==> src/sv/acm_pkg.sv <==
// ----------------------------------------------------------------------------
// acm_pkg: shared types and constants of the converter channel monitor
// Filter and check constants, register indexes, config and status bundles.
// ----------------------------------------------------------------------------
`default_nettype none

package acm_pkg;

  localparam int FILTER_SHIFT  = 2;
  localparam int ADC_MAX       = 4095;
  localparam int MIN_SENSORS   = 2;
  localparam int NUM_CHANNELS  = 8;

  localparam int CH_W          = 3;
  localparam int SAMPLE_W      = 12;
  localparam int VALUE_W       = 13;
  localparam int FREG_W        = 16;
  localparam int NUM_THERM     = 6;
  localparam int NUM_CHAMBER   = 4;
  localparam int CHAMBER_BASE  = 2;
  localparam int CH_MOIST      = 6;
  localparam int CH_SUPPLY     = 7;
  localparam int LEAK_DEBOUNCE = 7;
  localparam int LEAK_CNT_W    = 8;
  localparam int DELAY_W       = 8;
  localparam int CFG_IDX_W     = 3;
  localparam int CFG_DATA_W    = 13;
  localparam int LIMIT_W       = 12;
  localparam int CNT_FOUND_W   = 3;

  // register indexes
  localparam logic [CFG_IDX_W-1:0] REG_OPEN_LIMIT     = 3'd0;
  localparam logic [CFG_IDX_W-1:0] REG_PIN_OPEN_LIMIT = 3'd1;
  localparam logic [CFG_IDX_W-1:0] REG_SHORT_LIMIT    = 3'd2;
  localparam logic [CFG_IDX_W-1:0] REG_LEAK_LOW       = 3'd3;
  localparam logic [CFG_IDX_W-1:0] REG_LEAK_HIGH      = 3'd4;
  localparam logic [CFG_IDX_W-1:0] REG_SUPPLY_LOW     = 3'd5;
  localparam logic [CFG_IDX_W-1:0] REG_SUPPLY_HIGH    = 3'd6;
  localparam logic [CFG_IDX_W-1:0] REG_DETECT_DELAY   = 3'd7;

  // reset values
  localparam logic [VALUE_W-1:0] RST_OPEN_LIMIT     = 13'd100;
  localparam logic [VALUE_W-1:0] RST_PIN_OPEN_LIMIT = 13'd7800;
  localparam logic [VALUE_W-1:0] RST_SHORT_LIMIT    = 13'd7900;
  localparam logic [LIMIT_W-1:0] RST_LEAK_LOW       = 12'd1000;
  localparam logic [LIMIT_W-1:0] RST_LEAK_HIGH      = 12'd4000;
  localparam logic [LIMIT_W-1:0] RST_SUPPLY_LOW     = 12'd1800;
  localparam logic [LIMIT_W-1:0] RST_SUPPLY_HIGH    = 12'd2300;
  localparam logic [DELAY_W-1:0] RST_DETECT_DELAY   = 8'd4;

  typedef struct packed {
    logic [VALUE_W-1:0] open_limit;
    logic [VALUE_W-1:0] pin_open_limit;
    logic [VALUE_W-1:0] short_limit;
    logic [LIMIT_W-1:0] leak_low;
    logic [LIMIT_W-1:0] leak_high;
    logic [LIMIT_W-1:0] supply_low;
    logic [LIMIT_W-1:0] supply_high;
    logic [DELAY_W-1:0] detect_delay_scans;
  } cfg_t;

  typedef struct packed {
    logic [NUM_THERM-1:0]   open_faults;
    logic [NUM_THERM-1:0]   short_faults;
    logic                   supply_fault;
    logic                   leak_fault;
    logic [NUM_CHAMBER-1:0] detected_mask;
    logic                   sensors_valid;
  } status_t;

endpackage

`default_nettype wire

==> src/sv/acm_filter.sv <==
// ----------------------------------------------------------------------------
// acm_filter: per-channel first-order low-pass filter
// Holds one filter register per channel and forms the reported value.
// ----------------------------------------------------------------------------
`default_nettype none

module acm_filter
  import acm_pkg::*;
(
  input  wire logic                clk,
  input  wire logic                rst_n,
  input  wire logic                upd,
  input  wire logic [CH_W-1:0]     ch,
  input  wire logic [SAMPLE_W-1:0] sample,
  output logic      [VALUE_W-1:0]  value
);

  logic [FREG_W-1:0] freg_r [NUM_CHANNELS];
  logic [FREG_W-1:0] freg_nxt;
  logic [FREG_W-1:0] cur;
  logic [FREG_W:0]   sum;
  logic [FREG_W-1:0] filt;
  logic [FREG_W-1:0] diff;

  always_comb begin
    cur  = freg_r[ch];
    sum  = {1'b0, cur} - {1'b0, (cur >> FILTER_SHIFT)} + (FREG_W+1)'(sample);
    if (cur != '0) begin
      freg_nxt = sum[FREG_W-1:0];
    end else begin
      freg_nxt = FREG_W'(sample) << FILTER_SHIFT;
    end
    filt = freg_nxt >> FILTER_SHIFT;
    diff = FREG_W'(ADC_MAX) - filt;
    if (ch < CH_W'(NUM_THERM)) begin
      // thermistors read inverted and doubled, floor at zero
      if (filt > FREG_W'(ADC_MAX)) begin
        value = '0;
      end else begin
        value = {diff[VALUE_W-2:0], 1'b0};
      end
    end else begin
      value = filt[VALUE_W-1:0];
    end
  end

  always_ff @(posedge clk) begin
    if (!rst_n) begin
      for (int i = 0; i < NUM_CHANNELS; i++) begin
        freg_r[i] <= '0;
      end
    end else if (upd) begin
      freg_r[ch] <= freg_nxt;
    end
  end

endmodule

`default_nettype wire

==> src/sv/acm_check.sv <==
// ----------------------------------------------------------------------------
// acm_check: fault checks, leak debounce and chamber sensor detection
// Keeps the fault flags, the power-on scan delay and the last values.
// ----------------------------------------------------------------------------
`default_nettype none

module acm_check
  import acm_pkg::*;
(
  input  wire logic                 clk,
  input  wire logic                 rst_n,
  input  wire logic                 upd,
  input  wire logic [CH_W-1:0]      ch,
  input  wire logic [VALUE_W-1:0]   value,
  input  wire logic [NUM_THERM-1:0] pins,
  input  wire logic                 tick,
  input  wire cfg_t                 cfg,
  input  wire logic                 delay_wr,
  input  wire logic [DELAY_W-1:0]   delay_wr_val,
  output status_t                   status
);

  logic [VALUE_W-1:0]     last_r [NUM_CHANNELS];
  logic [DELAY_W-1:0]     delay_left_r, delay_left_nxt;
  logic [NUM_THERM-1:0]   open_r, open_nxt;
  logic [NUM_THERM-1:0]   short_r, short_nxt;
  logic                   supply_r, supply_nxt;
  logic                   leak_seen_r, leak_seen_nxt;
  logic [LEAK_CNT_W-1:0]  leak_cnt_r, leak_cnt_nxt;
  logic                   leak_r, leak_nxt;
  logic [NUM_CHAMBER-1:0] det_r, det_nxt;
  logic                   valid_r, valid_nxt;

  logic                   chk;
  logic                   therm_en;
  logic [1:0]             cidx;
  logic                   io;
  logic                   ob;
  logic                   sb;
  logic                   bad;
  logic [NUM_CHAMBER-1:0] found;
  logic [CNT_FOUND_W-1:0] nfound;
  logic [VALUE_W-1:0]     lv;

  always_comb begin
    chk      = (delay_left_r == '0);
    cidx     = 2'(ch - CH_W'(CHAMBER_BASE));
    therm_en = (ch < CH_W'(NUM_THERM)) &&
               ((ch < CH_W'(CHAMBER_BASE)) || det_r[cidx]);

    // thermistor open and short, pin input only decides near the top
    io = 1'b0;
    if (value < cfg.open_limit) begin
      ob = 1'b1;
    end else if (value > cfg.pin_open_limit) begin
      io = (ch < CH_W'(NUM_THERM)) ? pins[ch] : 1'b0;
      ob = io;
    end else begin
      ob = 1'b0;
    end
    sb = (value > cfg.short_limit) && !io;

    open_nxt  = open_r;
    short_nxt = short_r;
    if (chk && therm_en) begin
      open_nxt[ch]  = ob;
      short_nxt[ch] = sb;
    end

    // leak debounce
    bad           = (value < VALUE_W'(cfg.leak_low)) || (value > VALUE_W'(cfg.leak_high));
    leak_seen_nxt = leak_seen_r;
    leak_cnt_nxt  = leak_cnt_r;
    leak_nxt      = leak_r;
    if (chk && ch == CH_W'(CH_MOIST)) begin
      leak_seen_nxt = leak_seen_r | bad;
      if (leak_seen_nxt && tick) begin
        if (bad) begin
          if (leak_cnt_r != '1) begin
            leak_cnt_nxt = leak_cnt_r + 1'b1;
          end
        end else begin
          leak_cnt_nxt = '0;
        end
      end
      if (leak_cnt_nxt > LEAK_CNT_W'(LEAK_DEBOUNCE)) begin
        leak_nxt = 1'b1;
      end
    end

    supply_nxt = supply_r;
    if (chk && ch == CH_W'(CH_SUPPLY)) begin
      supply_nxt = (value > VALUE_W'(cfg.supply_high)) ||
                   (value < VALUE_W'(cfg.supply_low));
    end

    // chamber presence from stored values
    nfound = '0;
    for (int k = 0; k < NUM_CHAMBER; k++) begin
      lv       = last_r[k + CHAMBER_BASE];
      found[k] = ((lv < cfg.short_limit) && (lv > cfg.open_limit)) ||
                 ((lv >= cfg.short_limit) && !pins[k + CHAMBER_BASE]);
      nfound   = nfound + CNT_FOUND_W'(found[k]);
    end

    delay_left_nxt = delay_left_r;
    det_nxt        = det_r;
    valid_nxt      = valid_r;
    if (ch == CH_W'(CH_SUPPLY) && !chk) begin
      delay_left_nxt = delay_left_r - 1'b1;
      if (delay_left_r == DELAY_W'(1)) begin
        det_nxt = det_r | found;
        if (det_nxt == '0) begin
          det_nxt = NUM_CHAMBER'(1);
        end
        valid_nxt = (nfound >= CNT_FOUND_W'(MIN_SENSORS));
      end
    end

    status.open_faults   = open_nxt;
    status.short_faults  = short_nxt;
    status.supply_fault  = supply_nxt;
    status.leak_fault    = leak_nxt;
    status.detected_mask = det_nxt;
    status.sensors_valid = valid_nxt;
  end

  always_ff @(posedge clk) begin
    if (!rst_n) begin
      for (int i = 0; i < NUM_CHANNELS; i++) begin
        last_r[i] <= '0;
      end
      delay_left_r <= RST_DETECT_DELAY;
      open_r       <= '0;
      short_r      <= '0;
      supply_r     <= 1'b0;
      leak_seen_r  <= 1'b0;
      leak_cnt_r   <= '0;
      leak_r       <= 1'b0;
      det_r        <= '0;
      valid_r      <= 1'b0;
    end else if (delay_wr) begin
      delay_left_r <= delay_wr_val;
    end else if (upd) begin
      last_r[ch]   <= value;
      delay_left_r <= delay_left_nxt;
      open_r       <= open_nxt;
      short_r      <= short_nxt;
      supply_r     <= supply_nxt;
      leak_seen_r  <= leak_seen_nxt;
      leak_cnt_r   <= leak_cnt_nxt;
      leak_r       <= leak_nxt;
      det_r        <= det_nxt;
      valid_r      <= valid_nxt;
    end
  end

endmodule

`default_nettype wire

==> src/sv/adc_channel_monitor.sv <==
// ----------------------------------------------------------------------------
// adc_channel_monitor: eight-channel converter sample monitor
// Samples arrive in a fixed rotation: inlet, outlet, four chamber
// thermistors, moisture, supply. Each word on the in_ channel carries one
// sample with the pin-open bits and the leak debounce tick; each word on
// the out_ channel gives the channel, its filtered value and all fault and
// detection flags as they stand after that sample.
// A word is taken when valid is high and stall is low. An input register
// and a result register surround one pass of filter and check logic, so a
// word goes from the input register through that logic into the result
// register, and one word per cycle is sustained while out_ is not stalled.
// The channel filters and flags are read and written in that single pass,
// which allows that rate. When the receiver stalls, the result register
// holds and in_stall rises once the input register is also full; nothing
// is lost. Reset (rst_n low, synchronous) clears filters, flags and the
// rotation and loads the register defaults. The cfg_ port is always ready;
// the user must write it only while the block is idle, which the block does
// not enforce. Writing the delay register restarts the power-on scan delay.
// ----------------------------------------------------------------------------
`default_nettype none

module adc_channel_monitor
  import acm_pkg::*;
(
  input  wire logic                   clk,
  input  wire logic                   rst_n,

  input  wire logic                   in_valid,
  output logic                        in_stall,
  input  wire logic [SAMPLE_W-1:0]    in_sample,
  input  wire logic [NUM_THERM-1:0]   in_pin_open_bits,
  input  wire logic                   in_debounce_tick,

  output logic                        out_valid,
  input  wire logic                   out_stall,
  output logic      [CH_W-1:0]        out_channel,
  output logic      [VALUE_W-1:0]     out_value,
  output logic      [NUM_THERM-1:0]   out_open_faults,
  output logic      [NUM_THERM-1:0]   out_short_faults,
  output logic                        out_supply_fault,
  output logic                        out_leak_fault,
  output logic      [NUM_CHAMBER-1:0] out_detected_mask,
  output logic                        out_sensors_valid,

  input  wire logic                   cfg_valid,
  output logic                        cfg_ready,
  input  wire logic [CFG_IDX_W-1:0]   cfg_index,
  input  wire logic [CFG_DATA_W-1:0]  cfg_data
);

  logic                 in_vld_r;
  logic [SAMPLE_W-1:0]  sample_r;
  logic [NUM_THERM-1:0] pins_r;
  logic                 tick_r;
  logic [CH_W-1:0]      ch_r;
  logic                 out_vld_r;
  logic [CH_W-1:0]      out_ch_r;
  logic [VALUE_W-1:0]   out_value_r;
  status_t              out_status_r;
  cfg_t                 cfg_r;

  logic                 adv;
  logic                 in_acc;
  logic                 cfg_wr;
  logic [VALUE_W-1:0]   value;
  status_t              status;

  assign adv       = in_vld_r && (!out_vld_r || !out_stall);
  assign in_stall  = in_vld_r && !adv;
  assign in_acc    = in_valid && !in_stall;
  assign cfg_ready = 1'b1;
  assign cfg_wr    = cfg_valid && cfg_ready;

  acm_filter u_filter (
    .clk    (clk),
    .rst_n  (rst_n),
    .upd    (adv),
    .ch     (ch_r),
    .sample (sample_r),
    .value  (value)
  );

  acm_check u_check (
    .clk          (clk),
    .rst_n        (rst_n),
    .upd          (adv),
    .ch           (ch_r),
    .value        (value),
    .pins         (pins_r),
    .tick         (tick_r),
    .cfg          (cfg_r),
    .delay_wr     (cfg_wr && cfg_index == REG_DETECT_DELAY),
    .delay_wr_val (cfg_data[DELAY_W-1:0]),
    .status       (status)
  );

  // input register
  always_ff @(posedge clk) begin
    if (!rst_n) begin
      in_vld_r <= 1'b0;
    end else if (in_acc) begin
      in_vld_r <= 1'b1;
    end else if (adv) begin
      in_vld_r <= 1'b0;
    end
  end

  always_ff @(posedge clk) begin
    if (in_acc) begin
      sample_r <= in_sample;
      pins_r   <= in_pin_open_bits;
      tick_r   <= in_debounce_tick;
    end
  end

  // rotation and result register
  always_ff @(posedge clk) begin
    if (!rst_n) begin
      ch_r      <= '0;
      out_vld_r <= 1'b0;
    end else if (adv) begin
      ch_r      <= ch_r + 1'b1;
      out_vld_r <= 1'b1;
    end else if (!out_stall) begin
      out_vld_r <= 1'b0;
    end
  end

  always_ff @(posedge clk) begin
    if (adv) begin
      out_ch_r     <= ch_r;
      out_value_r  <= value;
      out_status_r <= status;
    end
  end

  // configuration registers
  always_ff @(posedge clk) begin
    if (!rst_n) begin
      cfg_r.open_limit         <= RST_OPEN_LIMIT;
      cfg_r.pin_open_limit     <= RST_PIN_OPEN_LIMIT;
      cfg_r.short_limit        <= RST_SHORT_LIMIT;
      cfg_r.leak_low           <= RST_LEAK_LOW;
      cfg_r.leak_high          <= RST_LEAK_HIGH;
      cfg_r.supply_low         <= RST_SUPPLY_LOW;
      cfg_r.supply_high        <= RST_SUPPLY_HIGH;
      cfg_r.detect_delay_scans <= RST_DETECT_DELAY;
    end else if (cfg_wr) begin
      unique case (cfg_index)
        REG_OPEN_LIMIT:     cfg_r.open_limit         <= cfg_data;
        REG_PIN_OPEN_LIMIT: cfg_r.pin_open_limit     <= cfg_data;
        REG_SHORT_LIMIT:    cfg_r.short_limit        <= cfg_data;
        REG_LEAK_LOW:       cfg_r.leak_low           <= cfg_data[LIMIT_W-1:0];
        REG_LEAK_HIGH:      cfg_r.leak_high          <= cfg_data[LIMIT_W-1:0];
        REG_SUPPLY_LOW:     cfg_r.supply_low         <= cfg_data[LIMIT_W-1:0];
        REG_SUPPLY_HIGH:    cfg_r.supply_high        <= cfg_data[LIMIT_W-1:0];
        REG_DETECT_DELAY:   cfg_r.detect_delay_scans <= cfg_data[DELAY_W-1:0];
      endcase
    end
  end

  assign out_valid         = out_vld_r;
  assign out_channel       = out_ch_r;
  assign out_value         = out_value_r;
  assign out_open_faults   = out_status_r.open_faults;
  assign out_short_faults  = out_status_r.short_faults;
  assign out_supply_fault  = out_status_r.supply_fault;
  assign out_leak_fault    = out_status_r.leak_fault;
  assign out_detected_mask = out_status_r.detected_mask;
  assign out_sensors_valid = out_status_r.sensors_valid;

endmodule

`default_nettype wire
==> config.mk <==
export PLATFORM = sky130hd
export DESIGN_NAME = adc_channel_monitor
export DESIGN_NICKNAME = d
export VERILOG_FILES = /design/src/sv/acm_pkg.sv /design/src/sv/acm_filter.sv /design/src/sv/acm_check.sv /design/src/sv/adc_channel_monitor.sv
export SDC_FILE = /design/constraint.sdc
export NUM_CORES = 1
export LEC_CHECK = 0
export BUFFER_PORTS_ARGS = -buffer_cell sky130_fd_sc_hd__buf_2
export CAP_MARGIN = 20
export CORE_ASPECT_RATIO = 1.1
export CORE_MARGIN = 10
export CORE_UTILIZATION = 25
export CTS_CLUSTER_DIAMETER = 60
export DETAILED_ROUTE_END_ITERATION = 8
export PLACE_DENSITY_LB_ADDON = 0.25
export SLEW_MARGIN = 0
export SYNTH_ARGS = -nofsm -noshare
export SYNTH_HDL_FRONTEND = slang
export SYNTH_SLANG_ARGS = --single-unit
==> constraint.sdc <==
create_clock -name clk -period 17.99 [get_ports clk]
set_clock_uncertainty 0.1 [all_clocks]
set_input_delay 1.799 -clock clk [delete_from_list [all_inputs] [get_ports clk]]
set_output_delay 1.799 -clock clk [all_outputs]
set_load 0.01 [all_outputs]
[Word-level counts from Yosys, hierarchy flattened]
Memory sizes are Yosys's and may differ from the RTL's. A register that Yosys moved wholly into a read port is not among the register bits.
Index checks and enable logic that the tools add are counted.
Storage, ports and cells
  flip-flop bits (word level): 182
  bits in writable memories: 232
  input port bits: 40
  word-level logic and storage cells: 192
  memories kept: 2
Memory list
  u_filter.freg_r: depth 8, bits a word 16, read ports 1, clocked after Yosys merged registers in 1, write ports 8, line acm_filter.sv:18  | logic [FREG_W-1:0] freg_r [NUM_CHANNELS];
  u_check.last_r: depth 8, bits a word 13, read ports 4, clocked after Yosys merged registers in 0, write ports 8, line acm_check.sv:23  | logic [VALUE_W-1:0] last_r [NUM_CHANNELS];
Operators by class
  $add $sub $neg: 10
  magnitude comparators: 27
  equal/unequal tests: 12
  mux-type cells: 51
  bitwise logic cells: 3
  reduce and logical (&&, ||, !) cells: 57
Operator list (number)
  13-bit greater-than comparator: 6
  13-bit less-than comparator: 5
  8-bit 2-to-1 mux: 7
  13-bit >= comparator: 4
  13-bit 2-to-1 mux: 3
  16-bit 2-to-1 mux: 2
  13-bit by 12-bit greater-than comparator with 1-bit output: 2
  13-bit by 12-bit less-than comparator with 1-bit output: 2
  1-bit 2-to-1 mux: 25
  1-bit logical AND: 20
  3-bit == test, second input constant: 6
  2-bit AND reduction: 9
  16-bit by 12-bit adder with 16-bit output: 1
  16-bit nonzero test: 1
  16-bit OR reduction: 1
  16-bit by 14-bit subtractor with 16-bit output: 1
  14-bit by 12-bit greater-than comparator with 1-bit output, second input constant: 1
  13-bit OR reduction: 1
  6-bit bitwise mux: 2
  3-bit 2-to-1 mux: 4
  4-bit 2-to-1 mux: 3
  6-bit 2-to-1 mux: 2
  12-bit subtractor, first input constant: 1
  1-bit zero test: 10
  30 further kinds: 41

[Longest topological paths before layout]
Gate-level depths: netlist of the first run.
  depth after elaboration: 15
  depth in mapped cells: 32
  depth with buffers taken out: 28

[By module]
Synthesis of the first run repeated with hierarchy kept, for this count alone.
Unflattened totals
  cell total of the unflattened synthesis: 2039
  area total of the unflattened synthesis: 21378.0 um^2
Modules (own cells, without submodules)
  acm_check: instances 1, cells an instance 982, area each 8692.1 um^2
  acm_filter: instances 1, cells an instance 620, area each 7432.1 um^2
  adc_channel_monitor: instances 1, cells an instance 437, area each 5253.8 um^2

[Least setup slack after synthesis of the first run]
No wires, ideal clock.
  path type: reg2reg
  from: register with a tool-made name
  to: register u_check.leak_cnt_r[3]
  setup time: 115 ps
  arrival time: 6729 ps
  path slack: 11046 ps
  cell stages (with the launch flop): 28
  buffers on the path: 2
  period minus slack after synthesis: 6944 ps
  path through: dfxtp_1 -> buf_2 -> mux4_2 -> mux2i_1 -> inv_1 -> fa_1 -> inv_1 -> ha_1 -> a2111o_1 -> o21ai_0 -> nor4_1 -> a41oi_1 -> nand3_1 -> and2_1 -> buf_2 -> a21oi_1 -> inv_1 -> ha_1 -> a21o_1 -> a21o_1 -> a21oi_1 -> o21ai_0 -> and4_1 -> a221o_1 -> a31o_4 -> a41oi_2 -> nor2b_1 -> o21a_1
RTL lines
  to (signal assigned): line acm_check.sv:151  | leak_cnt_r <= leak_cnt_nxt;
  to (decl): line acm_check.sv:29  | logic [LEAK_CNT_W-1:0] leak_cnt_r, leak_cnt_nxt;

==> results of run 1 <==
## critical path: cells and delay by family (launching register included)
family                     cells  cell delay (ps)
adders and majority gates      3             1240
and+or+nand+nor                6             1700
AOI/OAI and AO/OA             11             3030
muxes                          2              920
buffers and inverters          4             1010
DFF                            1              310
## layout make-up
cell class,count,area share [%]
inverter,164,2.600
tap,1064,5.623
clock inverter,24,1.009
clock buffer,56,4.967
timing repair buffer,108,2.737
sequential,365,40.76
multi-input combinational,1413,42.30
## worst paths after layout
path	slack, ps	cells after the start	end
worst max-delay path	9530	26	u_check.leak_cnt_r[4]
worst min register to register	360	2	cfg_r[76]
worst min-delay path	360	2	cfg_r[76]
worst max register to register	9530	26	u_check.leak_cnt_r[4]
## registers in the layout (all words and copies together) (netlist names), 3 cells and up, named ones only
register	count
pins_r	6
u_check.open_r	6
out_detected_mask	4
sample_r	12
u_check.last_r	52
cfg_r	87
u_filter.freg_r	128
u_check.leak_cnt_r	8
u_check.short_r	6
out_value	13
out_channel	3
u_check.delay_left_r	8
out_open_faults	6
out_short_faults	6
u_check.det_r	4
ch_r	3
## per-layer routing
| metal | vias up | share of wire, % | track usage [%] |
|---|---|---|---|
| li1 | 7419 | - | - |
| met1 | 7663 | 45 | 17.74 |
| met2 | 413 | 47 | 23.21 |
| met3 | 76 | 5.7 | 2.860 |
| met4 | 0 | 2.5 | 3.854 |
| met5 | - | 0 | 0 |
## kinds of logic after synthesis
logic type / Yosys count
compound gates: 408
other cells: 2
xor+xnor: 17
fa+ha+maj: 226
mux: 80
buf+inv: 244
simple gates: 677
flops: 365
## synth_stat cells, types with 9 or more instances
| cell type | number |
|---|---|
| a21oi_1 | 126 |
| or3_1 | 9 |
| nand2_1 | 213 |
| a31oi_1 | 13 |
| nor2_1 | 270 |
| nor4_1 | 10 |
| inv_1 | 162 |
| a211oi_1 | 13 |
| dfxtp_1 | 131 |
| o21a_1 | 27 |
| nand2b_1 | 17 |
| mux2i_1 | 29 |
| o211ai_1 | 48 |
| xor2_1 | 9 |
| nand3_1 | 25 |
| fa_1 | 12 |
| edfxtp_1 | 234 |
| clkbuf_1 | 60 |
| mux2_2 | 23 |
| nand4_1 | 42 |
| o21ai_0 | 56 |
| ha_1 | 214 |
| mux4_2 | 27 |
| and3_1 | 13 |
| a21o_1 | 53 |
| nor2b_1 | 28 |
| nor3_1 | 23 |
## layout by cell type (no fill, tap or decap), drive strengths merged, types with 8 or more instances in the layout
cell type	synthesis	routed
a211oi	13	13
a21o	53	53
a21oi	127	127
a31oi	14	14
and3	13	13
buf	14	107
clkbuf	66	57
clkinv	0	13
dfxtp	131	131
edfxtp	234	234
fa	12	12
ha	214	214
inv	164	171
mux2	23	23
mux2i	30	30
mux4	27	27
nand2	213	213
nand2b	17	17
nand3	26	26
nand4	43	43
nor2	270	270
nor2b	28	28
nor3	24	24
nor4	10	10
o211ai	48	48
o21a	27	27
o21ai	67	67
or3	9	9
xnor2	8	8
xor2	9	9
## power by group
| group | switching [µW] | internal [µW] |
|---|---|---|
| logic | 722 | 349 |
| clock network | 378 | 511 |
| registers | 17.8 | 934 |
| total | 1120 | 1790 |
## stage by stage
stage / utilization [%] / total power (µW)
after CTS: 28.91 / 2938
after global placement: 27.14 / 2014
after global routing: 28.96 / 3086
final: 28.96 / 2912
after floorplan: - / 1651
after detailed placement: 27.18 / 2041
==> metrics.txt, run 1 <==
DP Worst Slack=9504 ps; final hold viol count=0; post-route ant nets=0; Simple-Gate Fraction of Synth Area=14.66%; Clock Pin Slew Worst Setup and Hold Paths=~60 ps; Post-CTS Setup Repair Bufs=0; Max Fclk=roughly 120 MHz; vias in the first global route=15,720; main combinational cell family by area after synthesis=simple AND/OR/NAND/NOR gates; clk_lat worst skew=600 ps; DP Wirelength=47,340 µm; Setup violations, final=0; Antenna diodes=0; DIE WIDTH=293.6 µm; CP Data Arrival Time=8840 ps; Period minus WS final=~8500 ps; synthesized area=20,590 µm²; via/cell ratio=4.875; Final nets=2,361; Crit Path Category=reg2reg; total number of vias=15,570; row cnt=110; Worst path most repeated cell=inv_1; Worst path slowest cell=mux4_2; FF/Latch Area=just under 10,000 µm²; Core Area=slightly above 80,000 µm²; post-synthesis xor/xnor area fraction=0.7233%; cell count after synthesis=between 2,000 and 2,500; Yosys cell types=81; CP Launch Type=flop; fin crit share=a little under half; Synth Area in Compound Gates=13.16%; CP max FO=39; die height=321.0 µm; post-synthesis area per instance=10.20 µm²; yosys warns=0; setup ws final=~9500 ps; first-pass GRT wire length=98,810 µm; Synth top area share=~34%; hold_sp=cfg_r[76]; RSZ-0062 raised after global routing=no; setup TNS=0 ps; pwr dens=between 100 and 150 nW/µm²; Placed Cells incl. Taps=3,111; Max Root-Sink Buffers=3; Peak VDD IR=0.07619 mV; H-tree depth=2; fraction of the mapped netlist area in adder cells=between 10% and 20%; Worst Path Required=about 18,000 ps; Area Growth Syn to Fin=15.02%; CTS tree=yes; Remaining Overflow, GRT=0; clock sinks=approximately 370; Most used DFF post-synth=edfxtp_1; Layout Cells excl Fill=3,194; max-cap viol count=0; share of layout cells above drive strength 1=between 10% and 20%; Starting Density=25.18%; min-delay worst type=reg2reg; Post-synth EDFFs=234; clk root buf=clkbuf_16; worst slew pin tran=~1100 ps; CTS Buf Count=43; placed instance area=22,220 µm²; GPL Wtd Cong=0.8566; cell taking the most area after synthesis=edfxtp_1; footprint of the multi-input gates=around 10,000 µm²; Crit path largest cell delay=580 ps; status=finished clean; drt drc=0; antenna violations before repair=0; WHS=between 300 and 400 ps; number of port buffers=76; Pre-antenna DRT Iters=5; ranking of synthesized cells by area=edfxtp_1, ha_1, dfxtp_1; Critical Path Sink Type=flop; max-slew violation count=0; wirelength, routed=roughly 66,000 µm; # resized after CTS=0; LEAKAGE=0.009957 µW; register area share after synthesis=46.87%; mux contribution to synthesized area=5.731%; #FFs+latches synth=365; design area=approximately 24,000 µm²; Rel. slew slack=25.24%; Fill cells=8,550; Die ar.=94,230 µm²; WL per Instance=20.81 µm; Synth async-reset ratio=0%; 1st-iter DRT viols=1,053; top-level I/O count=78; pin count of the biggest net entering global routing=73; # hold bufs at CTS=0; GRT Resource Usage Total=13.83%
Power figures use the tool's default switching activity.
==> inputs of run 2 (changes only) <==
==> constraint.sdc (replaced) <==
create_clock -name clk -period 7.5 [get_ports clk]
set_clock_uncertainty 0.1 [all_clocks]
set_input_delay 0.75 -clock clk [delete_from_list [all_inputs] [get_ports clk]]
set_output_delay 0.75 -clock clk [all_outputs]
set_load 0.01 [all_outputs]
==> run 2 against run 1 <==
  * Maximum frequency rose by 20%
  * Count of clock-buffer cells in the layout increased by 9
  * Total power increased to 2.5 times the previous value
  * Sequential cell count is the same
  * Register-to-register slack worse by 9100 ps
  * Via count grew 1.1%
  * Global-route usage hardly changed
  * Worst hold slack got worse by 110 ps
  * Largest cell class unchanged
  * Clock power grew 150%
  * Sequential share of layout area down 0.64 points
  * Sequential power up 140%
==> metrics.txt, run 2 (synthesis gave the netlist of run 1 again) <==
status=finished clean; pin count of the biggest net entering global routing=around 70; GRT Resource Usage Total=13.87%; Clock Pin Slew Worst Setup and Hold Paths=60 ps; setup ws final=451.8 ps; clock sinks=365; worst slew pin tran=roughly 1100 ps; Remaining Overflow, GRT=0; met1 Use GR=approximately 18%; final hold viol count=0; largest reg by FF count=u_filter.freg_r; Die ar.=94,230 µm²; LEAKAGE=approximately 0.010 µW; row cnt=110; drt drc=0; met2 usage=a little under a quarter; Period minus WS final=7048 ps; total number of vias=15,740; vias in the first global route=16,090; Worst Path Required=7830 ps; Critical Path Sink Type=flop; Regs by FF count=u_filter.freg_r x128, cfg_r x87, u_check.last_r x52; fin crit share=93.98%; Final nets=2,400; Area Growth Syn to Fin=16.85%; design area=24,060 µm²; 1st-iter DRT viols=942; Hold EP=pins_r[1]; max-slew violation count=0; GPL Wtd Cong=0.8457; met3 Use GR=2.157%; via/cell ratio=about 4.9; flop2flop setup slack=450 ps; post-route ant nets=0; Total Power=7309 µW; CP Data Arrival Time=7380 ps; Peak VDD IR=0.1733 mV; share of layout cells above drive strength 1=13.75%; Crit Path Category=reg2reg; Antenna diodes=0; clk root buf=clkbuf_16; Max Fclk=~140 MHz; wirelength, routed=between 60,000 and 70,000 µm; CTS Buf Count=45; Worst path slowest cell=mux4_2; Crit path largest cell delay=540 ps; R2R Path End=u_check.leak_cnt_r[1]; top-level I/O count=78; min-delay worst type=in2reg; Starting Density=between 20 and 30%; CP top delay family=compound AO/OA/AOI/OAI gates; DP Wirelength=47,320 µm; R2R depth=29; WL per Instance=between 20 and 25 µm; commonest non-fill, non-tap cell in the layout=nor2_1; Pre-antenna DRT Iters=5; Buf/Inv on CP=7; max-cap viol count=0; DP Worst Slack=-76.24 ps; Setup violations, final=0; max FFs per register=about 130; placed instance area=22,520 µm²; clk_lat worst skew=590 ps; H-tree depth=2; most frequent cells in the layout=nor2_1, edfxtp_1, ha_1; Core Area=81,750 µm²; WHS=246.5 ps; Fill cells=8,542; GRT busiest layer=met2; die height=321.0 µm; CP Launch Type=flop; pwr dens=between 300 and 400 nW/µm²; Rel. slew slack=25.89%; first-pass GRT wire length=99,410 µm; CP max FO=39; DIE WIDTH=roughly 290 µm; setup TNS=0 ps; CTS tree=yes; hold path cells=1; number of port buffers=76; hold_sp=in_pin_open_bits[1]; antenna violations before repair=0; Max Root-Sink Buffers=3
## run 2: cell count changes in the layout (fill, tap and decap cells not counted), moves of 3 or more
cell and delta:
buf_4 +37, clkbuf_8 +3, clkbuf_1 +3, clkbuf_16 +3, clkinv_2 -6, inv_1 -3, a2111oi_0 -3
## run 2: final cells by class
type / instances / area, µm² / area share [%]
Clock inverter: 15 / 168.9 / 0.7022
Sequential cell: 365 / 9652 / 40.12
Inverter: 164 / 619.3 / 2.575
Multi-Input combinational cell: 1414 / 10060 / 41.82
Clock buffer: 65 / 1304 / 5.420
Tap cell: 1064 / 1331 / 5.534
Timing Repair Buffer: 144 / 919.6 / 3.823
## run 2: power by group
| group | switching [µW] | internal (µW) |
|---|---|---|
| combinational | 1850 | 980 |
| clock | 887 | 1310 |
| sequential | 41.2 | 2240 |
| total | 2780 | 4530 |
## run 2: repair_timing
item / 4_1_cts / 5_1_grt
cloned: 0 / 1
setup buffers: 0 / 0
resized for setup: 1 / 17
pin swaps: 0 / 1
setup endpoints to repair: 3 / 35
hold buffers: 0 / 0
## run 2: routing by layer
metal	vias up	share of wire, %
met5	-	0
met4	0	2.6
met3	98	4.7
met2	401	48
met1	7750	45
li1	7491	-
## run 2: stage by stage
step	std cells	util (%)
floorplan	2022	-
global placement	3146	27.52
detailed placement	3148	27.55
CTS	3228	29.35
global route	3231	29.42
finish	3231	29.42
## run 2: worst max path at each step
stage / end / slack [ps] / depth (start not counted)
finish: u_check.leak_cnt_r[1] / 450 / 29
global route: u_check.short_r[5] / -1 / 31
CTS: u_check.leak_cnt_r[4] / 60 / 26
detailed placement: u_check.leak_cnt_r[4] / -80 / 26
global placement: u_check.leak_cnt_r[4] / 90 / 26
floorplan: u_check.leak_cnt_r[3] / 560 / 27
